$ cat src/sv/octant_line_rasterizer_unit_assert.svh
// Assertion macros used by the rasterizer RTL.
`ifndef OCTANT_LINE_RASTERIZER_UNIT_ASSERT_SVH
`define OCTANT_LINE_RASTERIZER_UNIT_ASSERT_SVH

// Checks an implication on every rising edge outside reset.
`define OLR_ASSERT_IMPLY(label, clock, reset, cond, prop, msg) \
  label: assert property (@(posedge clock) disable iff (reset) (cond) |-> (prop)) \
    else $error(msg);

// Checks a condition in the cycle after a trigger, outside reset.
`define OLR_ASSERT_NEXT(label, clock, reset, cond, prop, msg) \
  label: assert property (@(posedge clock) disable iff (reset) (cond) |=> (prop)) \
    else $error(msg);

`endif

$ cat src/sv/olr_pkg.sv
`default_nettype none

package olr_pkg;

  localparam int COORD_BITS = 12;
  localparam int FRAME_W    = COORD_BITS + 1;
  localparam int EAST_W     = COORD_BITS + 2;
  localparam int DEC_W      = COORD_BITS + 3;
  localparam int IN_DATA_W  = ((4 * COORD_BITS + 7) / 8) * 8;
  localparam int OUT_DATA_W = ((2 * COORD_BITS + 7) / 8) * 8;

  localparam logic CMD_LOAD = 1'b0;
  localparam logic CMD_STEP = 1'b1;

  typedef enum logic [2:0] {
    OCT_0 = 3'd0,
    OCT_1 = 3'd1,
    OCT_2 = 3'd2,
    OCT_3 = 3'd3,
    OCT_4 = 3'd4,
    OCT_5 = 3'd5,
    OCT_6 = 3'd6,
    OCT_7 = 3'd7
  } octant_t;

  typedef struct packed {
    logic signed [FRAME_W-1:0] walk_major;
    logic signed [FRAME_W-1:0] walk_minor;
    logic signed [FRAME_W-1:0] major_limit;
    logic signed [DEC_W-1:0]   decision_value;
    logic signed [EAST_W-1:0]  step_east;
    logic signed [DEC_W-1:0]   step_northeast;
    octant_t                   octant_code;
  } line_setup_t;

endpackage

`default_nettype wire

$ cat src/sv/olr_setup.sv
`default_nettype none

module olr_setup (
  input  logic signed [olr_pkg::COORD_BITS-1:0] start_x,
  input  logic signed [olr_pkg::COORD_BITS-1:0] start_y,
  input  logic signed [olr_pkg::COORD_BITS-1:0] end_x,
  input  logic signed [olr_pkg::COORD_BITS-1:0] end_y,
  output olr_pkg::line_setup_t                  setup
);
  import olr_pkg::*;

  typedef struct packed {
    logic signed [FRAME_W-1:0] a;
    logic signed [FRAME_W-1:0] b;
  } frame_pt_t;

  function automatic frame_pt_t to_frame(octant_t oc, logic signed [FRAME_W-1:0] x,
                                         logic signed [FRAME_W-1:0] y);
    frame_pt_t p;
    unique case (oc)
      OCT_0: begin p.a = x;  p.b = y;  end
      OCT_1: begin p.a = y;  p.b = x;  end
      OCT_2: begin p.a = y;  p.b = -x; end
      OCT_3: begin p.a = -x; p.b = y;  end
      OCT_4: begin p.a = -x; p.b = -y; end
      OCT_5: begin p.a = -y; p.b = -x; end
      OCT_6: begin p.a = -y; p.b = x;  end
      OCT_7: begin p.a = x;  p.b = -y; end
    endcase
    return p;
  endfunction

  logic signed [FRAME_W-1:0] x0, y0, x1, y1;
  logic signed [FRAME_W-1:0] dx, dy;
  logic [FRAME_W-1:0]        mag_x, mag_y;
  octant_t                   oc;
  frame_pt_t                 p0, p1;
  logic signed [FRAME_W-1:0] fdx, fdy;

  always_comb begin
    x0 = FRAME_W'(start_x);
    y0 = FRAME_W'(start_y);
    x1 = FRAME_W'(end_x);
    y1 = FRAME_W'(end_y);
    dx = x1 - x0;
    dy = y1 - y0;
    mag_x = dx[FRAME_W-1] ? $unsigned(-dx) : $unsigned(dx);
    mag_y = dy[FRAME_W-1] ? $unsigned(-dy) : $unsigned(dy);

    if (mag_x >= mag_y) begin
      if (!dx[FRAME_W-1]) oc = dy[FRAME_W-1] ? OCT_7 : OCT_0;
      else oc = dy[FRAME_W-1] ? OCT_4 : OCT_3;
    end else begin
      if (!dx[FRAME_W-1]) oc = dy[FRAME_W-1] ? OCT_6 : OCT_1;
      else oc = dy[FRAME_W-1] ? OCT_5 : OCT_2;
    end

    p0  = to_frame(oc, x0, y0);
    p1  = to_frame(oc, x1, y1);
    fdx = p1.a - p0.a;
    fdy = p1.b - p0.b;

    setup.walk_major     = p0.a;
    setup.walk_minor     = p0.b;
    setup.major_limit    = p1.a;
    setup.decision_value = (DEC_W'(fdy) <<< 1) - DEC_W'(fdx);
    setup.step_east      = EAST_W'(fdy) <<< 1;
    setup.step_northeast = (DEC_W'(fdy) - DEC_W'(fdx)) <<< 1;
    setup.octant_code    = oc;
  end

endmodule

`default_nettype wire

$ cat src/sv/octant_line_rasterizer_unit.sv
// Midpoint line rasterizer covering all eight octants.
// Requests arrive on the s_axis channel. tuser carries the command: a load
// request (tuser low) takes the two endpoints from tdata and starts a new
// line, replacing any line still in progress; it produces no output. A step
// request (tuser high) emits the next pixel of the current line on m_axis,
// with tlast set on the final endpoint, after which the block goes idle.
// A step request while idle is consumed and produces nothing.
// A pixel appears on m_axis in the cycle after its step request is
// accepted. Throughput is one request per cycle unless a pixel is held;
// the decision-variable update is a single add and compare per clock.
// The output register holds one pixel. s_axis_tready is high when that
// register is empty or being taken in the same cycle, so a stalled receiver
// stops input only while a pixel is waiting.
// Reset (rst, synchronous, active high) clears the output valid and the
// line-active flag; the block then waits for a load request.
`default_nettype none
`include "octant_line_rasterizer_unit_assert.svh"

module octant_line_rasterizer_unit (
  input  logic                           clk,
  input  logic                           rst,
  input  logic                           s_axis_tvalid,
  output logic                           s_axis_tready,
  // start_x, start_y, end_x, end_y from the lowest bit up
  input  logic [olr_pkg::IN_DATA_W-1:0]  s_axis_tdata,
  // cmd
  input  logic                           s_axis_tuser,
  output logic                           m_axis_tvalid,
  input  logic                           m_axis_tready,
  // pixel_x, pixel_y from the lowest bit up
  output logic [olr_pkg::OUT_DATA_W-1:0] m_axis_tdata,
  // last_pixel
  output logic                           m_axis_tlast
);
  import olr_pkg::*;

  localparam int C = COORD_BITS;

  line_setup_t setup;
  line_setup_t line;
  logic        line_active;

  logic                      in_acc;
  logic                      step_go;
  logic                      last;
  logic signed [FRAME_W-1:0] fx, fy;

  olr_setup u_setup (
    .start_x (s_axis_tdata[C-1:0]),
    .start_y (s_axis_tdata[2*C-1:C]),
    .end_x   (s_axis_tdata[3*C-1:2*C]),
    .end_y   (s_axis_tdata[4*C-1:3*C]),
    .setup   (setup)
  );

  assign s_axis_tready = !m_axis_tvalid || m_axis_tready;
  assign in_acc        = s_axis_tvalid && s_axis_tready;
  assign step_go       = in_acc && (s_axis_tuser == CMD_STEP) && line_active;
  assign last          = line.walk_major >= line.major_limit;

  always_comb begin
    unique case (line.octant_code)
      OCT_0: begin fx = line.walk_major;  fy = line.walk_minor;  end
      OCT_1: begin fx = line.walk_minor;  fy = line.walk_major;  end
      OCT_2: begin fx = -line.walk_minor; fy = line.walk_major;  end
      OCT_3: begin fx = -line.walk_major; fy = line.walk_minor;  end
      OCT_4: begin fx = -line.walk_major; fy = -line.walk_minor; end
      OCT_5: begin fx = -line.walk_minor; fy = -line.walk_major; end
      OCT_6: begin fx = line.walk_minor;  fy = -line.walk_major; end
      OCT_7: begin fx = line.walk_major;  fy = -line.walk_minor; end
    endcase
  end

  always_ff @(posedge clk) begin
    if (in_acc && (s_axis_tuser == CMD_LOAD)) begin
      line <= setup;
    end else if (step_go && !last) begin
      if (line.decision_value[DEC_W-1]) begin
        line.decision_value <= line.decision_value + DEC_W'(line.step_east);
      end else begin
        line.walk_minor     <= line.walk_minor + FRAME_W'(1);
        line.decision_value <= line.decision_value + line.step_northeast;
      end
      line.walk_major <= line.walk_major + FRAME_W'(1);
    end

    if (step_go) begin
      m_axis_tdata <= OUT_DATA_W'({fy[C-1:0], fx[C-1:0]});
      m_axis_tlast <= last;
    end

    if (rst) begin
      line_active   <= 1'b0;
      m_axis_tvalid <= 1'b0;
    end else begin
      if (in_acc && (s_axis_tuser == CMD_LOAD)) begin
        line_active <= 1'b1;
      end else if (step_go && last) begin
        line_active <= 1'b0;
      end
      if (step_go) begin
        m_axis_tvalid <= 1'b1;
      end else if (m_axis_tready) begin
        m_axis_tvalid <= 1'b0;
      end
    end
  end

  `OLR_ASSERT_NEXT(a_load_starts, clk, rst, in_acc && (s_axis_tuser == CMD_LOAD), line_active, "load did not start a line")
  `OLR_ASSERT_NEXT(a_last_ends, clk, rst, step_go && last, !line_active, "line still active after last pixel")
  `OLR_ASSERT_NEXT(a_idle_step_silent, clk, rst, in_acc && (s_axis_tuser == CMD_STEP) && !line_active, !m_axis_tvalid, "step while idle produced a pixel")
  `OLR_ASSERT_IMPLY(a_major_bound, clk, rst, line_active, line.walk_major <= line.major_limit, "major coordinate passed the line end")

endmodule

`default_nettype wire

$ cat config.mk
export PLATFORM = sky130hd
export DESIGN_NAME = octant_line_rasterizer_unit
export DESIGN_NICKNAME = d
export VERILOG_FILES = /design/src/sv/olr_pkg.sv /design/src/sv/olr_setup.sv /design/src/sv/octant_line_rasterizer_unit.sv
export VERILOG_INCLUDE_DIRS = /design/src /design/src/sv
export SDC_FILE = /design/constraint.sdc
export NUM_CORES = 1
export LEC_CHECK = 0
export ABC_AREA = 1
export CAP_MARGIN = 25
export CORE_MARGIN = 4
export CORE_UTILIZATION = 60
export DETAILED_ROUTE_END_ITERATION = 12
export DONT_BUFFER_PORTS = 1
export PLACE_DENSITY_LB_ADDON = 0.1
export SLEW_MARGIN = 0
export SYNTH_ARGS = -nofsm -noshare
export SYNTH_HDL_FRONTEND = slang
export SYNTH_HIERARCHICAL = 1
export SYNTH_SLANG_ARGS = --single-unit
$ cat constraint.sdc
create_clock -name clk -period 8.9 [get_ports clk]
set_clock_uncertainty 0.15 [all_clocks]
set_input_delay 2.225 -clock clk [delete_from_list [all_inputs] [get_ports clk]]
set_output_delay 2.225 -clock clk [all_outputs]
set_load 0.01 [all_outputs]
==> results.tsv, run 1 <==
metric	value	unit
Reg clk slew, reported paths	0.09	ns
relative slew slack	0.339	
outcome	finished with violations	
via count	14638	
GRT busiest layer	met2	
Tmin final	9.04	ns
CP required	8.87	ns
RSZ-0062 raised after global routing	true	
most frequent CP cell	nand2_1	
vias in the first global route	13679	
placed cells	2327	
Fmax achieved	111	MHz
register area share after synthesis	0.255	
Fillers	1424	
crit path from	s_axis_tdata[24]	
Distinct cells, synth	62	
violated checks	negative setup slack	
CORE AREA	0.0212	mm²
slowest stage cell on the critical path	fa_2	
GPL Wtd Cong	1.04	
FF/Latch Area	0.00334	mm²
Initial Util	0.618	
Final WS setup	-0.140	ns
CTS tree	done	
detailed-placement wirelength estimate	35300	µm
global routing met3 resource utilization	0.0777	
Port Buf Inserts	0	
H-tree depth	3	
Hold Fails Final Rpt	0	
initial antenna violation count	2	
Routed WL	47800	µm
top-area cell type share of the netlist area	0.252	
initial drt markers	1667	
DR vias/cell	6.15	
largest net degree at the start of global routing	84	
Synth area leaders	edfxtp_1 (25%), nand2_1 (12%), ha_1 (11%)	
Clock Latency Late Sink	0.36	ns
critical path class	input pin to flop	
fin cells	2381	
post-route cell area	0.0169	mm²
synthesized area per cell	7.20	µm²
Sink Count	112	
die width	156	µm
Num CTS Buffers	9	
CTS Hold Bufs	0	
layout cell share with drive strength beyond 1	0.271	
critical hold path startpoint	line_active$_SDFFE_PP0P_	
met2 Resource Use GR	0.596	
post-route ant nets	0	
Syn. warnings	6	
CTS max path bufs	2	
final setup fails	5	
area of the mapped netlist	0.0131	mm²
antenna diode count	0	
CTS Root Cell	clkbuf_16	
met1 Usage GRT	0.467	
# Max-Cap Violations	0	
drt drc	0	
delay-heaviest family, CP	simple AND/OR/NAND/NOR gates	
Nets	2279	
Core Rows	53	
Placed Instance Area	0.0153	mm²
total track usage	0.357	
FFs w/ async S/R, synth	0	
Syn-to-layout area delta	29.1	%
Critical Path Max Stage Delay	0.42	ns
Worst Path Max Fanout	5	
most frequent cell after synthesis	nand2_1	
crit share post-route	1.02	
DR WL/cell	20.1	µm
Die Span Y	156	µm
area of the multi-input gates	0.00945	mm²
EDFF count, synth	110	
pre-CTS setup slack	-0.542	ns
top cells by count, synth	nand2_1 (436), inv_1 (276), ha_1 (118), nor2_1 (118), xor2_1 (112)	
Arrival @ worst endpoint	9.01	ns
first-pass GRT wire length	69900	µm
Buf/Inv on CP	7	
Slew @ Worst Pin	0.990	ns
#FFs+latches synth	112	
crit start category	input pin	
die area	0.0243	mm²
Hold Crit Class	flop to flop	
R2R Path Start	line[46]$_DFFE_PP_	
crit end category	flop	
Core Util, Final	0.797	
DR pass1 iterations	9	
total global routing overflow	0	
IO Pins	80	
Syn Inst Count	1821	
cell taking the most area after synthesis	edfxtp_1	
Most used DFF post-synth	edfxtp_1	
max-slew violations	0	
==> tightest hold or removal path, delay by kind of cell, from the launching register on <==
family           cells  cell delay, ns
flip-flops           1            0.32
AND/OR/NAND/NOR      1            0.06
AO/OA/AOI/OAI        1            0.05
==> kinds of logic after synthesis <==
logic type,share of synthesized area
compound gates,0.168
xor+xnor,0.105
fa+ha+maj,0.123
buf+inv,0.0948
flops,0.255
other cells,0.000286
simple gates,0.254
==> area by class of cell <==
type	count	share of cell area
Multi-Input combinational cell	1390	0.559
Sequential cell	112	0.198
Tap cell	275	0.0203
Clock buffer	9	0.0133
Inverter	285	0.0645
Timing Repair Buffer	303	0.141
Clock inverter	7	0.00459
==> metrics by stage <==
step / setup TNS, ns / hold WS [ns]
floorplan: -0.0223 / 0.283
global placement: -2.34 / 0.296
detailed placement: -6.13 / 0.297
finish: -0.459 / 0.306
CTS: 0 / 0.309
global route: -4.68 / 0.335
==> final timing paths <==
| path | cells past startpoint | end | slack, ns |
|---|---|---|---|
| hold / removal | 2 | line_active$_SDFFE_PP0P_ | 0.31 |
| setup / recovery | 40 | line[44]$_DFFE_PP_ | -0.14 |
| hold reg to reg | 2 | line_active$_SDFFE_PP0P_ | 0.31 |
| setup reg to reg | 13 | line[42]$_DFFE_PP_ | 5.06 |
==> timing repair <==
action / 4_1_cts / 5_1_grt
setup buffers: 4 / 34
pin swaps: 3 / 110
setup endpoints to repair: 8 / 19
gates resized for setup: 10 / 215
==> placed cells by master, fill, tap and decap left out, types with 26 or more instances in the layout <==
cell type,netlist,layout
xnor2_1,31,26
nand3_1,87,79
edfxtp_1,110,110
buf_4,4,281
a21oi_1,107,84
nand2_1,436,411
o21ai_0,89,69
o22ai_1,35,29
nand2_2,20,41
xor2_1,112,106
nor2_1,118,110
ha_1,118,95
inv_1,276,259
==> metal layers <==
| metal | share of wire | wire length, µm |
|---|---|---|
| met1 | 0.38 | 18200 |
| met2 | 0.47 | 22400 |
| met3 | 0.11 | 5070 |
| met4 | 0.044 | 2080 |
| met5 | 0 | 0 |
==> flip-flops by register name (all words and copies together), names as in the netlist <==
signal	count
line	85
m_axis_tdata	24
line_active	1
m_axis_tlast	1
m_axis_tvalid	1
Power of run 1 is not shown: default switching activity piles up to over one toggle a cycle in this logic, so the estimate is an artifact.
==> inputs of run 2 (changes only) <==
--- a/config.mk
+++ b/config.mk
@@ -12,6 +12,8 @@
 export CORE_UTILIZATION = 60
 export DETAILED_ROUTE_END_ITERATION = 12
 export DONT_BUFFER_PORTS = 1
+export GPL_TIMING_DRIVEN = 0
+export MAX_ROUTING_LAYER = met4
 export PLACE_DENSITY_LB_ADDON = 0.1
 export SLEW_MARGIN = 0
 export SYNTH_ARGS = -nofsm -noshare
==> run 2 against run 1 <==
  * The flow still finishes with violations (negative setup slack)
  * First-iteration DRC count rose by 9.3%
  * Fmax down 3.6%
  * Non-clock buffer count shrank 161
  * Critical path depth increased by 8
  * Setup slack lost 0.34 ns
  * Global-route usage is 0.37 points higher
  * Critical endpoint is now line[45]$_DFFE_PP_
  * Highest routed layer unchanged
==> results.tsv, run 2 (synthesis results as in run 1) <==
metric	value	unit	change
outcome	finished with violations		
violated checks	negative setup slack		
R2R Path End	line[42]$_DFFE_PP_		
Hold Crit Class	flop to flop		
slowest stage cell on the critical path	fa_2		
max-slew violations	0		unchanged
CORE AREA	0.0212	mm²	unchanged
Slew @ Worst Pin	0.974	ns	-0.0162 ns
DR vias/cell	6.23		+1.4%
worst reg2reg path depth	13		unchanged
post-route ant nets	0		unchanged
largest net degree at the start of global routing	30		-64%
CTS max path bufs	2		unchanged
CTS Hold Bufs	0		unchanged
Fmax achieved	107	MHz	-3.6%
initial antenna violation count	0		-2
DR pass1 iterations	6		-3
max FFs per register	85		unchanged
Routed WL	46500	µm	-2.9%
RSZ-0062 raised after global routing	true		
initial drt markers	1822		+9.3%
GPL Wtd Cong	1.05		+1.0%
Reg clk slew, reported paths	0.08	ns	about the same
largest registers	line: 85 flops, m_axis_tdata: 24 flops		
IO Pins	80		unchanged
# Max-Cap Violations	0		unchanged
relative slew slack	0.348		+0.00905
CTS Root Cell	clkbuf_16		
layout cell share with drive strength beyond 1	0.222		-0.0491
most frequent cells in the layout	nand2_1 (407), inv_1 (257), edfxtp_1 (110), nor2_1 (108)		
critical hold path startpoint	line_active$_SDFFE_PP0P_		
detailed-placement wirelength estimate	33400	µm	-5.4%
crit end category	flop		
Port Buf Inserts	0		unchanged
H-tree depth	3		unchanged
first-pass GRT wire length	67200	µm	-3.8%
Worst Hold Depth	2		unchanged
crit share post-route	1.05		+0.0380
die area	0.0243	mm²	unchanged
drt drc	0		unchanged
CP required	8.98	ns	+0.11 ns
placed cells	2099		-9.8%
Worst Path Max Fanout	4		-1
Arrival @ worst endpoint	9.46	ns	+0.45 ns
Hold Fails Final Rpt	0		unchanged
Syn-to-layout area delta	22.2	%	
flop2flop setup slack	5.50	ns	+0.44 ns
Core Rows	53		unchanged
hold worst-path end	line_active$_SDFFE_PP0P_		
Final WS setup	-0.479	ns	-0.338 ns
Clock Latency Late Sink	0.35	ns	about the same
CTS tree	done		
Tmin final	9.38	ns	+0.338 ns
Setup TNS Final	-2.79	ns	-2.33 ns
Die Span Y	156	µm	unchanged
total global routing overflow	0		unchanged
vias in the first global route	12669		-7.4%
Critical Path Max Stage Delay	0.37	ns	-0.05 ns
Biggest register	line		
via count	13841		-5.4%
crit start category	input pin		
DR WL/cell	20.9	µm	+4.1%
Sink Count	112		unchanged
Nets	2118		-7.1%
die width	156	µm	unchanged
Num CTS Buffers	9		unchanged
Initial Util	0.618		unchanged
most common cell after layout, fill and taps aside	nand2_1		
critical path class	input pin to flop		
final setup fails	11		+6
total track usage	0.361		+0.00372
R2R Path Start	line[46]$_DFFE_PP_		
fin cells	2221		-6.7%
[run 2: cell type report]
| type | count | area (µm²) |
|---|---|---|
| Antenna cell | 1 | 2.50 |
| Buffer | 34 | 241 |
| Clock buffer | 11 | 233 |
| Clock inverter | 5 | 41.3 |
| Fill cell | 1563 | 5210 |
| Inverter | 285 | 1110 |
| Multi-Input combinational cell | 1390 | 9820 |
| Sequential cell | 112 | 3340 |
| Tap cell | 275 | 344 |
| Timing Repair Buffer | 108 | 873 |
[run 2: metrics by stage]
stage	util	cell area [µm²]	setup WS [ns]	hold slack, ns
3_5_place_dp	0.636	13500	-1.95	0.305
3_3_place_gp	0.634	13500	-1.71	0.294
4_1_cts	0.694	14700	-0.0300	0.315
6_report	0.754	16000	-0.479	0.314
5_1_grt	0.754	16000	-0.662	0.340
2_1_floorplan	-	13100	-0.0213	0.283
[run 2: timing repair]
item                                    CTS  global route
gates cloned                              0             2
gates resized for setup                 143           177
setup buffers                            49            61
pin swaps                                52           118
endpoints found under the setup margin   24            19
hold endpoints to repair                  0             0
[run 2: worst max-delay path, delay by kind of cell]
family                   cells  cell delay (ns)
AND/OR/NAND/NOR             18             2.17
AO/OA/AOI/OAI               11             1.60
adder cells (fa/ha/maj)      6             1.53
XOR/XNOR                     4             0.99
buffers and inverters        9             0.94
[run 2: how the worst max path moves through the flow]
| stage | endpoint | start |
|---|---|---|
| detailed placement | line[43]$_DFFE_PP_ | s_axis_tdata[24] |
| global placement | line[43]$_DFFE_PP_ | s_axis_tdata[24] |
| finish | line[45]$_DFFE_PP_ | s_axis_tdata[24] |
| global route | line[44]$_DFFE_PP_ | s_axis_tdata[24] |
| floorplan | line[17]$_DFFE_PP_ | s_axis_tdata[24] |
| CTS | line[45]$_DFFE_PP_ | s_axis_tdata[36] |
[run 2: layer usage]
layer,vias up,track usage,share of wire,wire length [µm]
li1,6346,-,-,-
met3,219,0.0766,0.10,4660
met4,0,0.154,0.055,2570
met2,842,0.572,0.46,21300
met5,-,-,0,0
met1,6434,0.447,0.39,17900
Power of run 2 is left out for the same reason.
